<file path="src/sv/multichannel_blink_pulse_chase_driver_macros.svh">
// Assertion macros for the multichannel blink/pulse/chase driver.
// Expects signals clk and rst_n in the scope that uses them.
`ifndef MULTICHANNEL_BLINK_PULSE_CHASE_DRIVER_MACROS_SVH
`define MULTICHANNEL_BLINK_PULSE_CHASE_DRIVER_MACROS_SVH

// Same-cycle implication.
`define MBPC_ASSERT_NOW(lbl, ante, cons, msg) \
  lbl: assert property (@(posedge clk) disable iff (!rst_n) (ante) |-> (cons)) else $error(msg);

// Next-cycle implication.
`define MBPC_ASSERT_NEXT(lbl, ante, cons, msg) \
  lbl: assert property (@(posedge clk) disable iff (!rst_n) (ante) |=> (cons)) else $error(msg);

`endif

</file>
<file path="src/sv/mbpc_pkg.sv">
`timescale 1ns / 1ps
// Shared types and codes for the blink/pulse/chase driver.
// No dependencies.
package mbpc_pkg;

  localparam logic [2:0] REQ_TICK   = 3'd0;
  localparam logic [2:0] REQ_IDLE   = 3'd1;
  localparam logic [2:0] REQ_ON     = 3'd2;
  localparam logic [2:0] REQ_BLINK  = 3'd3;
  localparam logic [2:0] REQ_PULSE  = 3'd4;
  localparam logic [2:0] REQ_CIRCLE = 3'd5;
  localparam logic [2:0] REQ_STROBE = 3'd6;

  localparam logic [2:0] MODE_IDLE   = 3'd0;
  localparam logic [2:0] MODE_ON     = 3'd1;
  localparam logic [2:0] MODE_BLINK  = 3'd2;
  localparam logic [2:0] MODE_PULSE  = 3'd3;
  localparam logic [2:0] MODE_CIRCLE = 3'd4;

  typedef struct packed {
    logic        valid;
    logic [2:0]  op;
    logic [15:0] tv;
    logic [15:0] cwait;
  } cmd_t;

endpackage

</file>
<file path="src/sv/mbpc_cell.sv">
`timescale 1ns / 1ps
// One channel cell: mode, level, stamp and wait of a single wire.
// Depends on mbpc_pkg; chained by the top level through token and light.
module mbpc_cell import mbpc_pkg::*; #(
  parameter logic IS_HEAD = 1'b0
) (
  input  logic        clk,
  input  logic        rst_n,
  input  logic        tok_in,
  output logic        tok_out,
  input  logic        light_in,
  output logic        light_out,
  input  logic        sel,
  input  cmd_t        cmd,
  input  logic [31:0] now,
  output logic        level
);

  logic        tok_r;
  logic [2:0]  mode_r, mode_nxt;
  logic        level_r, level_nxt;
  logic [31:0] stamp_r, stamp_nxt;
  logic [15:0] wait_r, wait_nxt;
  logic        elapsed;

  assign tok_out = tok_r;
  assign level   = level_r;
  assign elapsed = (now - stamp_r) >= {16'd0, wait_r};

  always_comb begin
    mode_nxt  = mode_r;
    level_nxt = level_r;
    stamp_nxt = stamp_r;
    wait_nxt  = wait_r;
    light_out = 1'b0;
    if (tok_r) begin
      case (mode_r)
        MODE_BLINK: begin
          if (elapsed) begin
            level_nxt = ~level_r;
            stamp_nxt = now;
          end
        end
        MODE_PULSE: begin
          if (elapsed) begin
            level_nxt = 1'b0;
            mode_nxt  = MODE_IDLE;
          end
        end
        MODE_CIRCLE: begin
          if (level_r && elapsed) begin
            level_nxt = 1'b0;
            light_out = 1'b1;
          end
        end
        default: ;
      endcase
    end
    if (light_in) begin
      level_nxt = 1'b1;
      stamp_nxt = now;
    end
    if (cmd.valid) begin
      case (cmd.op)
        REQ_IDLE: begin
          if (sel) begin
            level_nxt = 1'b0;
            mode_nxt  = MODE_IDLE;
          end
        end
        REQ_ON: begin
          if (sel) begin
            level_nxt = 1'b1;
            mode_nxt  = MODE_ON;
          end
        end
        REQ_BLINK, REQ_PULSE: begin
          if (sel) begin
            level_nxt = 1'b1;
            mode_nxt  = (cmd.op == REQ_BLINK) ? MODE_BLINK : MODE_PULSE;
            stamp_nxt = now;
            wait_nxt  = cmd.tv;
          end
        end
        REQ_CIRCLE: begin
          mode_nxt  = MODE_CIRCLE;
          level_nxt = IS_HEAD;
          wait_nxt  = cmd.cwait;
          if (IS_HEAD) begin
            stamp_nxt = now;
          end
        end
        REQ_STROBE: begin
          level_nxt = 1'b1;
          mode_nxt  = MODE_BLINK;
          stamp_nxt = now;
          wait_nxt  = cmd.tv;
        end
        default: ;
      endcase
    end
  end

  always_ff @(posedge clk) begin
    if (!rst_n) begin
      tok_r   <= 1'b0;
      mode_r  <= MODE_IDLE;
      level_r <= 1'b0;
    end else begin
      tok_r   <= tok_in;
      mode_r  <= mode_nxt;
      level_r <= level_nxt;
    end
  end

  always_ff @(posedge clk) begin
    stamp_r <= stamp_nxt;
    wait_r  <= wait_nxt;
  end

endmodule

</file>
<file path="config.mk">
export PLATFORM = sky130hd
export DESIGN_NAME = mbpc_cell
export DESIGN_NICKNAME = d
export VERILOG_FILES = /design/src/sv/multichannel_blink_pulse_chase_driver_macros.svh /design/src/sv/mbpc_pkg.sv /design/src/sv/mbpc_cell.sv
export SDC_FILE = /design/constraint.sdc
export NUM_CORES = 1
export LEC_CHECK = 0
export BUFFER_PORTS_ARGS = -buffer_cell sky130_fd_sc_hd__buf_2
export CORE_MARGIN = 2
export CORE_UTILIZATION = 59
export CTS_BUF_LIST = sky130_fd_sc_hd__clkbuf_4 sky130_fd_sc_hd__clkbuf_8 sky130_fd_sc_hd__clkbuf_16
export CTS_CLUSTER_DIAMETER = 150
export DETAILED_ROUTE_END_ITERATION = 8
export GPL_TIMING_DRIVEN = 0
export PLACE_DENSITY_LB_ADDON = 0.25
export RECOVER_POWER = 25
export SYNTH_ARGS = -nofsm -noshare
export SYNTH_HDL_FRONTEND = slang
export SYNTH_SLANG_ARGS = --single-unit
</file>
<file path="constraint.sdc">
create_clock -name clk -period 9.4 [get_ports clk]
set_input_delay 2.82 -clock clk [delete_from_list [all_inputs] [get_ports clk]]
set_output_delay 2.82 -clock clk [all_outputs]
set_load 0.005 [all_outputs]
</file>
==> results of run 1 <==
-- timing repair --
item	4_1_cts	5_1_grt
resized for setup	20	27
pin swaps	14	18
endpoints found under the setup margin	1	1
setup buffers	6	7
-- cell usage after synthesis (3+ instances only) --
cell type,instances
dfxtp_1,37
a32o_1,32
xnor2_1,11
nor3_1,8
and4_1,5
nand2_1,48
a21oi_1,46
buf_6,10
buf_2,3
o211ai_1,4
o31ai_1,3
nor3b_1,3
and2_1,4
ha_1,49
nor2_1,27
nor2b_1,43
xor2_1,7
a211oi_1,7
o21bai_1,6
o2111ai_1,5
and3_1,6
mux2i_1,3
a211o_1,3
nand3_1,9
a22oi_1,4
clkbuf_1,21
a21o_1,11
nand4_1,9
mux2_2,16
nand2b_1,8
or2_2,3
o21ai_0,57
o21a_1,12
a31oi_1,6
o21ai_1,3
inv_1,57
edfxtp_1,16
o211a_1,3
-- power by group --
| group | switching (mW) | internal, mW | leakage [nW] |
|---|---|---|---|
| sequential | 0.0129 | 0.261 | 0.460 |
| combinational | 0.260 | 0.204 | 2.16 |
| clock | 0.0847 | 0.0519 | 0.0455 |
-- flip-flops by register name, summed over array words and instances (netlist names) --
name / flops
tok_out: 1
level: 1
stamp_r: 32
wait_r: 16
mode_r: 3
-- final cells by class --
| cell class | instances | area (sq um) |
|---|---|---|
| Clock buffer | 5 | 68.82 |
| Sequential cell | 53 | 1221 |
| Clock inverter | 3 | 17.52 |
| Multi-Input combinational cell | 501 | 3941 |
| Timing Repair Buffer | 89 | 488.0 |
| Tap cell | 108 | 135.1 |
| Inverter | 57 | 216.5 |
| Buffer | 36 | 217.7 |
| Fill cell | 693 | 2457 |
-- stage by stage --
stage	cell area, sq um	std cells	power [mW]	setup WS (ps)
floorplan	5368	647	0.5828	310.4
global placement	5878	830	0.6693	-385.5
detailed placement	5891	831	0.6836	-424.0
CTS	6121	845	0.8376	3.389
global route	6306	852	0.9328	-212.6
finish	6306	852	0.8741	28.28
-- routing by layer --
layer | vias to the layer above | routed length, um | global-route usage
met2 | 251 | 6662 | 0.4678
met1 | 2528 | 6410 | 0.4037
met4 | 0 | 300 | 0.08325
met3 | 29 | 1087 | 0.03514
li1 | 2581 | - | -
met5 | - | 0 | 0
-- path summary, 6_finish.rpt --
| path | cells after the start | start | endpoint |
|---|---|---|---|
| max | 21 | now[0] | light_out |
| min | 1 | stamp_r[21] | stamp_r[21] |
| max reg2reg | 26 | stamp_r[1] | level |
| min reg2reg | 1 | stamp_r[21] | stamp_r[21] |
-- kinds of logic after synthesis --
group	count (synthesis)	synth area share
adders and majority gates	50	0.1179
muxes	19	0.03916
DFF	53	0.2275
xor gates and xnor gates	18	0.02937
and+or+nand+nor	186	0.1932
AOI/OAI and AO/OA	228	0.3124
buffers and inverters	93	0.08042
==> key figures, run 1 <==
Global routing
  – Initial antenna violation count: 0
  – Total track usage: 0.2881
  – Grt ovf: 0
  – Global-route wire length before repair: 23590 um
  – Vias in the first global route: 5055
  – Largest net degree at the start of global routing: 17

Power and ir drop
  – Pwr Density: 138.6 nW/um^2
  – Leak: 2.667 nW
  – Maximum vdd drop: 0.07503 mV

Floorplanning
  – Die ar.: 9876 sq um
  – Io pins: 76
  – Row cnt: 34
  – Die Wd: 99.38 um
  – Die height: 99.38 um
  – Placeable Area: 8763 sq um
  – Initial Util: 0.6125

Logic synthesis
  – Synth Flop Type: dfxtp_1
  – Dominant cells by area after synthesis: dfxtp_1 (14%), ha_1 (11%), edfxtp_1 (9.0%)
  – Post-synth ARST share: 0
  – EDFF count, synth: 16
  – Yosys cell types: 73
  – Mapped Area: 5368 sq um
  – Register area share after synthesis: 0.2275
  – #FFs+latches synth: 53
  – Yosys top cell by area: dfxtp_1
  – Avg Cell Area, Syn: 8.296 sq um
  – Cells after Synth: 647
  – Synthesized Nets: 770
  – Top-area cell type share of the netlist area: 0.1380
  – Yosys warning count: 0

Timing
  – Fmax: 106.7 MHz
  – Final Cycle Share: 0.9970
  – Slew Limit Fails: 0
  – Setup violators final: 0
  – Final min period: 9372 ps
  – Max-slew headroom: 0.3695
  – Setup tns final: 0 ps
  – Final Skew: 13.15 ps
  – RSZ-0062 raised after global routing: true
  – Worst hold slack: 505.1 ps
  – Hold Vio Cnt, Final: 0
  – Actual slew at the worst max-slew pin: 940.1 ps

Setup path
  – Critical path cell sequence: buf_8 > inv_4 > ha_4 > fa_2 > nor2b_4 > o2111ai_4 > a21oi_4 > nor3_4 > xnor2_1 > ha_1 > a21oi_2 > nand2_1 > a22oi_2 > o2111ai_2 > nor4b_2 > o2111a_1 > and4_4 > nand3_4 > ha_4 > and4_1 > buf_2
  – Worst Setup Start Kind: input pin
  – Delay-heaviest family, CP: compound AO/OA/AOI/OAI gates
  – CP max-delay cell: fa_2
  – Crit end category: output port
  – CP max stage delay: 420 ps
  – R2R Setup Slk: 4670 ps
  – Critical path class: in2out
  – Buf/Inv on CP: 3
  – Crit path DAT: 6550 ps
  – Worst Path Required: 6580 ps
  – Worst-path maximum fanout: 3
  – Critical Path Most Common Cell: ha_4

Drt
  – DRC: 0
  – Vias per inst: 6.325
  – Detailed Routing Iterations Pass 1: 5
  – Initial DRC count: 489
  – Routed wire length per instance: 16.97 um
  – Vias: 5389
  – Routed wire length: 14460 um
  – Routed Antenna Nets: 0

Outcome
  – Outcome: completed

Hold path
  – HP Class: reg2reg

Finish
  – Nets: 866
  – Area growth syn-to-layout: 17.48%
  – Most frequent cells in the layout: buf_2 (72), inv_1 (56), o21ai_0 (56)
  – Layout cells sized above 1: 0.2325
  – Ant diodes: 0
  – Commonest non-fill, non-tap cell in the layout: buf_2
  – Fin util: 0.7196

Placement
  – Gpl congestion: 0.9644
  – I/O Buffers: 75
  – DPL Wire Length: 10980 um

CTS
  – Root buf cell: clkbuf_8
  – Num CTS Buffers: 5
  – CTS tree: done
  – Clk buf depth: 2
  – Worst-path clk slew: 100 ps
  – Clk sinks: 53
  – Worst skew pair latency: 330 ps
  – H-Tree Depth: 2
  – Cts-stage hold buffer count: 0

Run
  – Max-Cap Viols: 0
(Power assumes the default switching activity.)
==> run 2: changes to the inputs <==
- clock period: 9.4 -> 10.55 ns (I/O delays scaled with it)
==> key figures, run 2 (same netlist as run 1, synthesis figures left out) <==
Setup path
  – Worst Setup Start Kind: input pin
  – CP Launch Point: now[1]
  – Crit path DAT: 7190 ps (+640 ps)
  – R2R Setup Slk: 5760 ps (+1090 ps)
  – Critical path class: in2out
  – Worst-case reg-to-reg path depth: 25 (-3.8%)
  – R2r startpoint: stamp_r[1]
  – Worst-path maximum fanout: 6 (+3)
  – Crit end category: output port
  – Reg2Reg Capture Point: level
  – Worst Path Required: 7390 ps (+810 ps)

CTS
  – Worst skew pair latency: 320 ps (about the same)
  – Cts-stage hold buffer count: 0 (unchanged)
  – Clk buf depth: 2 (unchanged)
  – CTS tree: done
  – Clk sinks: 53 (unchanged)
  – Num CTS Buffers: 5 (unchanged)
  – H-Tree Depth: 2 (unchanged)
  – Worst-path clk slew: 100 ps (about the same)
  – Root buf cell: clkbuf_8

Drt
  – Initial DRC count: 498 (+1.8%)
  – Routed Antenna Nets: 0 (unchanged)
  – DRC: 0 (unchanged)
  – Vias per inst: 6.295 (-0.47%)
  – Routed wire length: 13840 um (-4.3%)
  – Vias: 5307 (-1.5%)
  – Routed wire length per instance: 16.42 um (-3.3%)
  – Detailed Routing Iterations Pass 1: 7 (+2)

Timing
  – Fmax: 96.54 MHz
  – Slew Limit Fails: 0 (unchanged)
  – Actual slew at the worst max-slew pin: 951.2 ps (+11.15 ps)
  – Hold Vio Cnt, Final: 0 (unchanged)
  – Setup violators final: 0 (unchanged)
  – Final Cycle Share: 0.9819
  – Worst hold slack: 503.8 ps (-1.295 ps)
  – Max-slew headroom: 0.3620 (-0.007478)
  – Final min period: 10360 ps
  – Final Skew: 11.87 ps (-1.282 ps)

Power and ir drop
  – Total power: 0.7429 mW (-15%)
  – Maximum vdd drop: 0.06419 mV (-14%)
  – Pwr Density: 122.9 nW/um^2 (-11%)
  – Leak: 2.599 nW (-2.5%)

Hold path
  – WHS Path Cells: 1 (unchanged)
  – Hold Path Origin: stamp_r[13]
  – Hold Path Sink: stamp_r[13]
  – HP Class: reg2reg

Floorplanning
  – Io pins: 76 (unchanged)
  – Row cnt: 34 (unchanged)
  – Die ar.: 9876 sq um (unchanged)
  – Initial Util: 0.6125 (unchanged)
  – Die Wd: 99.38 um (unchanged)
  – Die height: 99.38 um (unchanged)
  – Placeable Area: 8763 sq um (unchanged)

Global routing
  – Total track usage: 0.2833 (-0.004784)
  – Global-route wire length before repair: 23140 um (-1.9%)
  – Grt ovf: 0 (unchanged)
  – Initial antenna violation count: 0 (unchanged)
  – Vias in the first global route: 4985 (-1.4%)
  – Largest net degree at the start of global routing: 17 (unchanged)

Finish
  – Top reg by flops: stamp_r
  – Top Registers: stamp_r (32), wait_r (16), mode_r (3)
  – Ant diodes: 0 (unchanged)
  – Area growth syn-to-layout: 12.61%
  – Fill cells: 745 (+7.5%)
  – Largest register FFs: 32 (unchanged)
  – Area of the multi-input gates: 3766 sq um (-4.4%)
  – Most frequent cells in the layout: buf_2 (74), inv_1 (57), o21ai_0 (56)
  – Commonest non-fill, non-tap cell in the layout: buf_2
  – Nets: 857 (-1.0%)
  – Layout cells sized above 1: 0.1959 (-0.03661)
  – Fin util: 0.6897 (-0.02984)
  – Reg area: 1221 sq um (unchanged)
  – Design area: 6045 sq um (-4.1%)

Placement
  – Placed inst area: 5891 sq um (unchanged)
  – DPL Wire Length: 10980 um (unchanged)
  – I/O Buffers: 75 (unchanged)
  – Gpl congestion: 0.9644 (unchanged)

Run
  – Max-Cap Viols: 0 (unchanged)

Outcome
  – Outcome: completed
## run 2: cell types whose count changed in the layout (fill, tap and decap cells not counted), moves of 2 or more
cell     previous run  this run
buf_4              14         5
ha_1               40        48
ha_4                8         0
a21oi_1            38        43
a21oi_2             7         3
buf_2              72        74
nor2b_4             2         0
## run 2: through the flow
| step | setup WS [ps] | setup TNS, ps | instances |
|---|---|---|---|
| global route | -18.12 | -18.12 | 843 |
| global placement | 74.51 | 0 | 830 |
| floorplan | 770.4 | 0 | 647 |
| finish | 191.1 | 0 | 843 |
| detailed placement | 36.02 | 0 | 831 |
| CTS | 20.43 | 0 | 839 |
## run 2: metal layers
layer  share of wire  vias to the layer above  track usage
met2            0.45                      226       0.4595
li1                -                     2559            -
met1            0.46                     2491       0.3948
met5               0                        -            0
met3           0.072                       31      0.03725
met4           0.023                        0      0.08430
## run 2: power by group
| part | switching (mW) | total [mW] | internal [mW] |
|---|---|---|---|
| registers | 0.0111 | 0.243 | 0.232 |
| logic | 0.218 | 0.378 | 0.160 |
| clock network | 0.0753 | 0.122 | 0.0462 |
| total | 0.304 | 0.743 | 0.439 |
## run 2: worst max-delay path by stage
| stage | end | slack [ps] | cells past startpoint |
|---|---|---|---|
| finish | light_out | 190 | 22 |
| global route | light_out | -20 | 22 |
| CTS | light_out | 20 | 22 |
| detailed placement | light_out | 40 | 22 |
| global placement | light_out | 70 | 22 |
| floorplan | light_out | 770 | 20 |
## run 2: area by class of cell
cell class | count | share of cell area
multi-input cells | 501 | 0.6231
flip-flops and latches | 53 | 0.2020
repair buffers | 80 | 0.06686
plain buffers | 36 | 0.03602
inverters | 57 | 0.03540
well taps | 108 | 0.02236
clock buffers | 5 | 0.01138
clock inverters | 3 | 0.002898
## run 2: repair_timing
action                     4_1_cts  5_1_grt
resized for setup                0       12
setup endpoints to repair        0        1
buffers inserted                 0        4
## run 2: worst max-delay path, stage by stage
cell       delay (ps)
buf_2             130
ha_1              290
nor2b_1           160
o31a_1            290
nand2b_4          200
a21oi_4           150
o21ai_1           120
a21o_1            220
a21oi_2           170
xnor2_2           100
ha_1              310
nand3_1            80
nand2_1            60
a22oi_1           180
o2111ai_1         150
nor4b_2           310
o2111a_1          230
and4_4            230
nand3_4           120
ha_2              210
and4_1            180
buf_2             120
==> run 3: changes to the inputs <==
- GPL_TIMING_DRIVEN: 0 -> default
==> key figures, run 3 (same netlist as run 1, synthesis figures left out) <==
Outcome
  – Outcome: completed

Drt
  – Detailed Routing Iterations Pass 1: 5 (-2)
  – Vias: 5137 (-3.2%)
  – Routed Antenna Nets: 0 (unchanged)
  – Initial DRC count: 362 (-27%)
  – DRC: 0 (unchanged)
  – Vias per inst: 6.389 (+1.5%)
  – Routed wire length: 13850 um (about the same)
  – Routed wire length per instance: 17.22 um (+4.9%)

CTS
  – H-Tree Depth: 2 (unchanged)
  – Root buf cell: clkbuf_8
  – Worst skew pair latency: 310 ps (about the same)
  – Cts-stage hold buffer count: 0 (unchanged)
  – Num CTS Buffers: 5 (unchanged)
  – Worst-path clk slew: 110 ps (about the same)
  – Clk buf depth: 2 (unchanged)
  – Clk sinks: 53 (unchanged)
  – CTS tree: done

Setup path
  – CP max-delay cell: nor4b_2
  – Worst Setup Start Kind: input pin
  – CP Depth: 22 (unchanged)
  – Worst-case reg-to-reg path depth: 21 (-16%)
  – Crit end category: output port
  – Crit path DAT: 7190 ps (about the same)
  – Delay-heaviest family, CP: compound AO/OA/AOI/OAI gates
  – Worst Path Required: 7390 ps (about the same)
  – Critical path class: in2out
  – Critical Path Most Common Cell: ha_1
  – CP max stage delay: 290 ps (-20 ps)
  – Buf/Inv on CP: 2 (unchanged)
  – Worst-path maximum fanout: 6 (unchanged)
  – Critical path cell sequence: buf_2 > ha_1 > nor2b_1 > o31a_1 > nand2b_4 > a21oi_4 > o21ai_0 > a21o_1 > a21oi_1 > xnor2_1 > ha_1 > nand3_1 > nand2_1 > a22oi_1 > o2111ai_1 > nor4b_2 > o2111a_1 > and4_1 > nand3_4 > ha_1 > and4_1 > buf_2

Floorplanning
  – Initial Util: 0.6125 (unchanged)
  – Die height: 99.38 um (unchanged)
  – Placeable Area: 8763 sq um (unchanged)
  – Io pins: 76 (unchanged)
  – Row cnt: 34 (unchanged)
  – Die Wd: 99.38 um (unchanged)
  – Die ar.: 9876 sq um (unchanged)

Hold path
  – WHS Path Cells: 1 (unchanged)
  – HP Class: reg2reg

Placement
  – Worst slack, placed: 112.3 ps (+76.26 ps)
  – I/O Buffers: 75 (unchanged)
  – DPL Wire Length: 10430 um (-5.0%)
  – Gpl congestion: 0.9763 (+1.2%)
  – Inst Count DP: 796 (-4.2%)
  – Placed inst area: 5680 sq um (-3.6%)

Finish
  – Commonest non-fill, non-tap cell in the layout: buf_2
  – Reg area: 1221 sq um (unchanged)
  – Layout Cells excl Fill: 804 (-4.6%)
  – Area growth syn-to-layout: 8.368%
  – Most frequent cells in the layout: buf_2 (72), inv_1 (57), o21ai_0 (57)
  – Largest register FFs: 32 (unchanged)
  – Fill cells: 771 (+3.5%)
  – Area of the multi-input gates: 3752 sq um (-0.37%)
  – Fin util: 0.6638 (-0.02598)
  – Ant diodes: 0 (unchanged)
  – Design area: 5817 sq um (-3.8%)
  – Top Registers: stamp_r (32), wait_r (16), mode_r (3)
  – Layout cells sized above 1: 0.1810 (-0.01488)
  – Top reg by flops: stamp_r
  – Nets: 818 (-4.6%)

Power and ir drop
  – Maximum vdd drop: 0.07770 mV (+21%)
  – Leak: 2.496 nW (-4.0%)
  – Total power: 0.7402 mW (-0.36%)
  – Pwr Density: 127.3 nW/um^2 (+3.5%)

Timing
  – Final min period: 10350 ps (-8.022 ps)
  – Fmax: 96.61 MHz (about the same)
  – Setup tns final: 0 ps (unchanged)
  – Max-slew headroom: 0.04454 (-0.3175)
  – Setup violators final: 0 (unchanged)
  – Actual slew at the worst max-slew pin: 1433 ps (+482.0 ps)
  – Slew Limit Fails: 0 (unchanged)
  – Final setup margin: 199.1 ps (+8.022 ps)
  – Worst hold slack: 504.6 ps (+0.7710 ps)
  – Hold Vio Cnt, Final: 0 (unchanged)
  – Final Skew: 14.55 ps (+2.684 ps)
  – Final Cycle Share: 0.9811 (about the same)

Global routing
  – Total track usage: 0.2849 (+0.001644)
  – Grt ovf: 0 (unchanged)
  – Global-route wire length before repair: 23400 um (+1.1%)
  – Initial antenna violation count: 0 (unchanged)
  – Largest net degree at the start of global routing: 41 (+24)
  – Vias in the first global route: 4908 (-1.5%)

Run
  – Max-Cap Viols: 0 (unchanged)
==> run 3: what timing repair did <==
action / in CTS / in global routing
endpoints found under the setup margin: 0 / 1
buffers inserted: 0 / 0
gates resized for setup: 0 / 6
==> run 3: path summary, 6_finish.rpt <==
kind               start     endpoint  slack, ps
max               now[1]    light_out        200
min reg2reg  stamp_r[17]  stamp_r[17]        500
max reg2reg   stamp_r[1]  stamp_r[12]       5440
min          stamp_r[17]  stamp_r[17]        500
==> run 3: worst reg2reg max path: cells and delay by family, from the launching register on <==
family	cells	cell delay (ps)
xor gates and xnor gates	1	150
buffers and inverters	1	60
and+or+nand+nor	7	1150
AOI/OAI and AO/OA	10	2740
DFF	1	410
adders and majority gates	2	530
==> run 3: final cells by class <==
cell class	count	share of cell area
Multi-Input combinational cell	501	0.6451
Timing Repair Buffer	77	0.06647
Sequential cell	53	0.2099
Clock inverter	2	0.002366
Inverter	57	0.03678
Clock buffer	6	0.01613
Tap cell	108	0.02323
==> run 3: power breakdown <==
| part | internal [mW] | switching, mW |
|---|---|---|
| logic | 0.149 | 0.212 |
| registers | 0.232 | 0.0114 |
| clock network | 0.0619 | 0.0734 |
==> run 3: routing by layer <==
metal  up-vias  wire [um]  GRT usage  share of wire
li1       2491          -          -              -
met1      2420       6434     0.4035           0.46
met2       208       6349     0.4652           0.46
met3        18        898    0.03725          0.065
met4         0        164    0.06322          0.012
met5         -          0          0              0
